===== config.mk =====
export PLATFORM = sky130hd
export DESIGN_NAME = scpu_div
export DESIGN_NICKNAME = d
export VERILOG_FILES = /design/src/rtl/scpu_pkg.sv /design/src/rtl/scpu_div.sv
export SDC_FILE = /design/constraint.sdc
export NUM_CORES = 1
export LEC_CHECK = 0
export BUFFER_PORTS_ARGS = -buffer_cell sky130_fd_sc_hd__buf_2
export CORE_MARGIN = 2
export CORE_UTILIZATION = 40
export CTS_CLUSTER_DIAMETER = 200
export DETAILED_ROUTE_END_ITERATION = 10
export HOLD_SLACK_MARGIN = 0.12
export PLACE_DENSITY = 0.71
export SLEW_MARGIN = 20
export SYNTH_ARGS = -nofsm -noshare
export SYNTH_HDL_FRONTEND = slang
export SYNTH_SLANG_ARGS = --single-unit

===== constraint.sdc =====
create_clock -name clk -period 2.95 [get_ports clk]
set_input_delay 0 -clock clk [delete_from_list [all_inputs] [get_ports clk]]
set_output_delay 0 -clock clk [all_outputs]
set_load 0.02 [all_outputs]

===== src/rtl/scpu_pkg.sv =====
// ============================================================================
// scpu_pkg - shared types and constants of the stack CPU step engine
// Sizes, opcodes, port indices, state encoding and divider handshake.
// ============================================================================
package scpu_pkg;

  // Sizes
  localparam int unsigned IMAGE_WORDS  = 4096;
  localparam int unsigned PM_AW        = 12;
  localparam int unsigned IP_W         = 13;
  localparam int unsigned DATA_DEPTH   = 128;
  localparam int unsigned DP_W         = 7;
  localparam int unsigned RETURN_DEPTH = 1024;
  localparam int unsigned RP_W         = 10;
  localparam int unsigned PORT_COUNT   = 16;
  localparam int unsigned PORT_AW      = 4;

  typedef logic [31:0] word_t;

  // Host item kinds
  typedef enum logic [1:0] {
    KIND_LOAD   = 2'd0,
    KIND_EXEC   = 2'd1,
    KIND_PWRITE = 2'd2,
    KIND_PREAD  = 2'd3
  } kind_t;

  // Instruction set
  typedef enum logic [4:0] {
    OP_NOP, OP_LIT, OP_DUP, OP_DROP, OP_SWAP, OP_PUSH, OP_POP, OP_CALL,
    OP_JUMP, OP_RETURN, OP_GT_JUMP, OP_LT_JUMP, OP_NE_JUMP, OP_EQ_JUMP,
    OP_FETCH, OP_STORE, OP_ADD, OP_SUB, OP_MUL, OP_DIVMOD, OP_AND, OP_OR,
    OP_XOR, OP_SHL, OP_SHR, OP_ZERO_EXIT, OP_INC, OP_DEC, OP_IN, OP_OUT,
    OP_WAIT
  } op_t;

  localparam logic [4:0] OP_LAST = 5'd30;

  // Port cells with a fixed meaning for WAIT
  localparam int unsigned PORT_CTRL  = 0;
  localparam int unsigned PORT_KEY   = 1;
  localparam int unsigned PORT_CHAR  = 2;
  localparam int unsigned PORT_SAVE  = 4;
  localparam int unsigned PORT_QUERY = 5;

  // Capability query codes
  localparam word_t QRY_IMAGE = 32'hFFFF_FFFF;
  localparam word_t QRY_NONE2 = 32'hFFFF_FFFE;
  localparam word_t QRY_NONE3 = 32'hFFFF_FFFD;
  localparam word_t QRY_NONE4 = 32'hFFFF_FFFC;
  localparam word_t QRY_DEPTH = 32'hFFFF_FFFB;
  localparam word_t QRY_RDEPTH = 32'hFFFF_FFFA;

  // Control sequencer states
  typedef enum logic [2:0] {
    ST_CLEAR,
    ST_IDLE,
    ST_OPND,
    ST_EXEC,
    ST_DIV
  } state_t;

  // Divider handshake
  typedef struct packed {
    logic  start;
    word_t dividend;
    word_t divisor;
  } div_req_t;

  typedef struct packed {
    logic  done;
    word_t quot;
    word_t rem;
  } div_rsp_t;

endpackage


===== src/rtl/scpu_div.sv =====
// ============================================================================
// scpu_div - iterative signed divider
// Restoring division on magnitudes, one quotient bit per cycle, truncating.
// ============================================================================
module scpu_div (
  input  logic               clk,
  input  logic               rst_n,
  input  scpu_pkg::div_req_t req,
  output scpu_pkg::div_rsp_t rsp
);
  import scpu_pkg::*;

  logic        busy_r, busy_nxt;
  logic        done_r, done_nxt;
  logic [5:0]  cnt_r, cnt_nxt;
  word_t       q_r, q_nxt;
  word_t       r_r, r_nxt;
  word_t       b_r, b_nxt;
  logic        qneg_r, qneg_nxt;
  logic        rneg_r, rneg_nxt;
  logic [32:0] r_sh;
  logic [33:0] diff;

  // one restoring step per cycle
  always_comb begin
    busy_nxt = busy_r;
    done_nxt = 1'b0;
    cnt_nxt  = cnt_r;
    q_nxt    = q_r;
    r_nxt    = r_r;
    b_nxt    = b_r;
    qneg_nxt = qneg_r;
    rneg_nxt = rneg_r;
    r_sh     = {r_r, q_r[31]};
    diff     = {1'b0, r_sh} - {2'b00, b_r};
    if (req.start) begin
      busy_nxt = 1'b1;
      cnt_nxt  = 6'd32;
      q_nxt    = req.dividend[31] ? (~req.dividend + 32'd1) : req.dividend;
      b_nxt    = req.divisor[31] ? (~req.divisor + 32'd1) : req.divisor;
      r_nxt    = '0;
      qneg_nxt = req.dividend[31] ^ req.divisor[31];
      rneg_nxt = req.dividend[31];
    end else if (busy_r) begin
      r_nxt   = diff[33] ? r_sh[31:0] : diff[31:0];
      q_nxt   = {q_r[30:0], ~diff[33]};
      cnt_nxt = cnt_r - 6'd1;
      if (cnt_r == 6'd1) begin
        busy_nxt = 1'b0;
        done_nxt = 1'b1;
      end
    end
  end

  always_ff @(posedge clk) begin
    if (!rst_n) begin
      busy_r <= 1'b0;
      done_r <= 1'b0;
    end else begin
      busy_r <= busy_nxt;
      done_r <= done_nxt;
    end
  end

  always_ff @(posedge clk) begin
    cnt_r  <= cnt_nxt;
    q_r    <= q_nxt;
    r_r    <= r_nxt;
    b_r    <= b_nxt;
    qneg_r <= qneg_nxt;
    rneg_r <= rneg_nxt;
  end

  // sign fix-up
  assign rsp.done = done_r;
  assign rsp.quot = qneg_r ? (~q_r + 32'd1) : q_r;
  assign rsp.rem  = rneg_r ? (~r_r + 32'd1) : r_r;

endmodule


==> metrics <==
initial antenna violation count 0; Yosys Warn Count 0; most frequent cell on the critical path or4_4; pin count of the biggest net entering global routing 60; Worst Max-Slew Pin Slew 0.9352 ns; top-area cell type share of the netlist area 0.2334; # IOs 132; failing checks setup timing; syn_nets approximately 1.1k; DIE AREA roughly 0.022 mm2; clock slew at reported path FFs approximately 0.070 ns; Fin. Hold Viols 0; CTS tree built; area grow syn2layout 33.99%; Async S/R FF share, synth 0; gpl congestion between 0.9 and 1; Hold WC Path Type in -> reg; CTS Buffer Depth 2; register area share after synthesis 0.3276; Residual DRC 0; IO Port Bufs approximately 130; GRT Total Usage 0.2106; Switching Share 0.3712; EDFF count, synth 66; synthesis-stage register bit count 106; Peak supply drop 0.0001989 V; die width between 100 and 150 um; fin crit period between 3 and 4 ns; Setup crit start kind flop; HPWL after detailed placement between 15000 and 20000 um; Final Skew ~0.015 ns; First-pass DRT Iterations 5; share of cells above drive strength 1 0.2536; Rel. slew slack 0.3766; total CTS buffers 9; WHS roughly 0.13 ns; placed instance area 0.009869 mm2; top-count cell post-synth xnor2_1; critical path type reg -> out; logic gate share of total power 0.416; cell taking the most area after synthesis edfxtp_1; first-pass GRT wire length between 30000 and 40000 um; Detailed Route WL 23770 um; Synth Cell Area between 0.008 and 0.009 mm2; Diodes inserted 0; number of nets in the layout 1347; setup violators final 7; most common flop cell mapped by yosys edfxtp_1; # rows 53; clock share of power 0.223; grt total ovfl 0; synth unique cells roughly 70; Via Count between 8k and 9k; pre-CTS setup slack -0.003380 ns; max-slew violations 0; final worst slack -0.1134 ns; CTS root buf clkbuf_16; CP cell instances buf_6 > or4_4 > or3_4 > or4_4 > or2_4 > nor2_4 > nand2_4 > o31ai_4 > xnor2_1 > buf_4; Pint ~3.3 mW; synth cell count leaders 99 x xnor2_1, 91 x nor2_1, 82 x nand2_1, 68 x a21oi_1, 66 x edfxtp_1; Core Footprint between 0.02 and 0.025 mm2; Flop pwr share 0.362; Worst EP arrival 3.06 ns; Starting DRT DRC Count about 530; Max Clock Freq between 300 and 400 MHz; Final ANT Viol Nets 0; status finished with violations; Psw just under 2 mW; Util after Layout 0.5431; PD cells between 400 and 500 mW/mm2; Static Leak 4.628 nW; period utilization 1.038; RSZ-0062 raised after global routing true; H-tree depth 3; CP top delay family simple AND/OR/NAND/NOR gates; Initial Utilization 0.4053; syn avg cell area approximately 8.6 um2; drt wl/cell roughly 16 um; CP Max Fanout 3; Req. time, crit path roughly 3.0 ns; CP Capture Type output port; Area contributors post-synth edfxtp_1 23%, xnor2_1 10%, dfxtp_1 9.4%; Gate Count Post-Synth around 990; crit path buf inv count 2; clk sinks roughly 110; CP max stage delay ~0.50 ns; number of max-cap violations 0; Slowest-stage cell, CP or4_4; fin area approximately 0.011 mm2; vias in the first global route 7539; number of vias per cell about 5.4; die height approximately 150 um; worst skew pair latency ~0.36 ns
state kept, by name, summed over array words and instances (netlist names):
register  count
b_r          32
q_r          32
r_r          32
cnt_r         6
busy_r        1
done_r        1
qneg_r        1
rneg_r        1
power by group through the flow:
stage | registers, mW | clock network, mW | logic (mW)
floorplan | 1.88 | 0 | 1.27
global placement | 1.90 | 0 | 1.90
detailed placement | 1.90 | 0 | 1.92
CTS | 1.88 | 1.17 | 2.06
global route | 1.89 | 1.24 | 2.35
finish | 1.87 | 1.15 | 2.15
worst min-delay path, cell delays in order:
cell and delay (ns):
buf_2 0.12, xnor2_1 0.09, a21oi_1 0.14
path summary, 6_finish.rpt:
| path | start | end | slack, ns | depth (start not counted) |
|---|---|---|---|---|
| worst max register to register | q_r[31] | r_r[28] | 0.14 | 12 |
| worst max-delay path | r_r[15] | rsp[29] | -0.11 | 10 |
| worst min-delay path | req[37] | q_r[5] | 0.13 | 3 |
| worst min register to register | cnt_r[5] | cnt_r[5] | 0.49 | 2 |
cell type report:
class                   count  area, um2
multi-input cells         773       5650
clock inverters             6      41.29
repair buffers            293       2111
fillers                  1903       9575
well taps                 275      344.1
flip-flops and latches    106       2786
clock buffers              10      229.0
inverters                  58      217.7
per-stage QoR:
step / total power [mW] / cells / setup TNS (ns)
floorplan: 3.146 / 985 / 0
global placement: 3.798 / 1418 / 0
detailed placement: 3.821 / 1418 / -0.003380
CTS: 5.103 / 1519 / -1.222
global route: 5.474 / 1521 / -1.459
finish: 5.178 / 1521 / -0.4435
kinds of logic (layout without fill, tap and decap cells):
group	count (synthesis)	in the layout	share of synthesized area
simple gates	291	291	0.1706
compound gates	273	273	0.2151
flops	106	106	0.3276
buf+inv	106	367	0.04935
mux	24	24	0.02843
xor+xnor	146	146	0.1506
fa+ha+maj	39	39	0.05834
timing repair:
action                                  in CTS  in global routing
setup buffers                               24                  3
resized for setup                           39                 57
endpoints found under the setup margin      18                 61
hold buffers                                62                  0
endpoints found under the hold margin       67                  0
pin swaps                                   19                 32
placed cells by master (no fill, tap or decap), drive strengths merged, types with 17 or more instances in the layout:
cell	count
dfxtp	40
o31ai	33
nor2	91
xnor2	99
nand3	18
o21ai	62
ha	38
a21oi	68
buf	231
a211oi	22
xor2	47
mux2i	23
inv	60
edfxtp	66
o41ai	17
dlygate4sd3	62
or3	19
nand2	82
routing by layer:
metal | share of wire | up-vias | GRT usage
li1 | - | 4097 | -
met1 | 0.47 | 3824 | 0.2998
met2 | 0.45 | 245 | 0.3280
met3 | 0.067 | 35 | 0.03537
met4 | 0.019 | 0 | 0.06274
met5 | 0 | - | 0
Power figures use the tool's default switching activity.
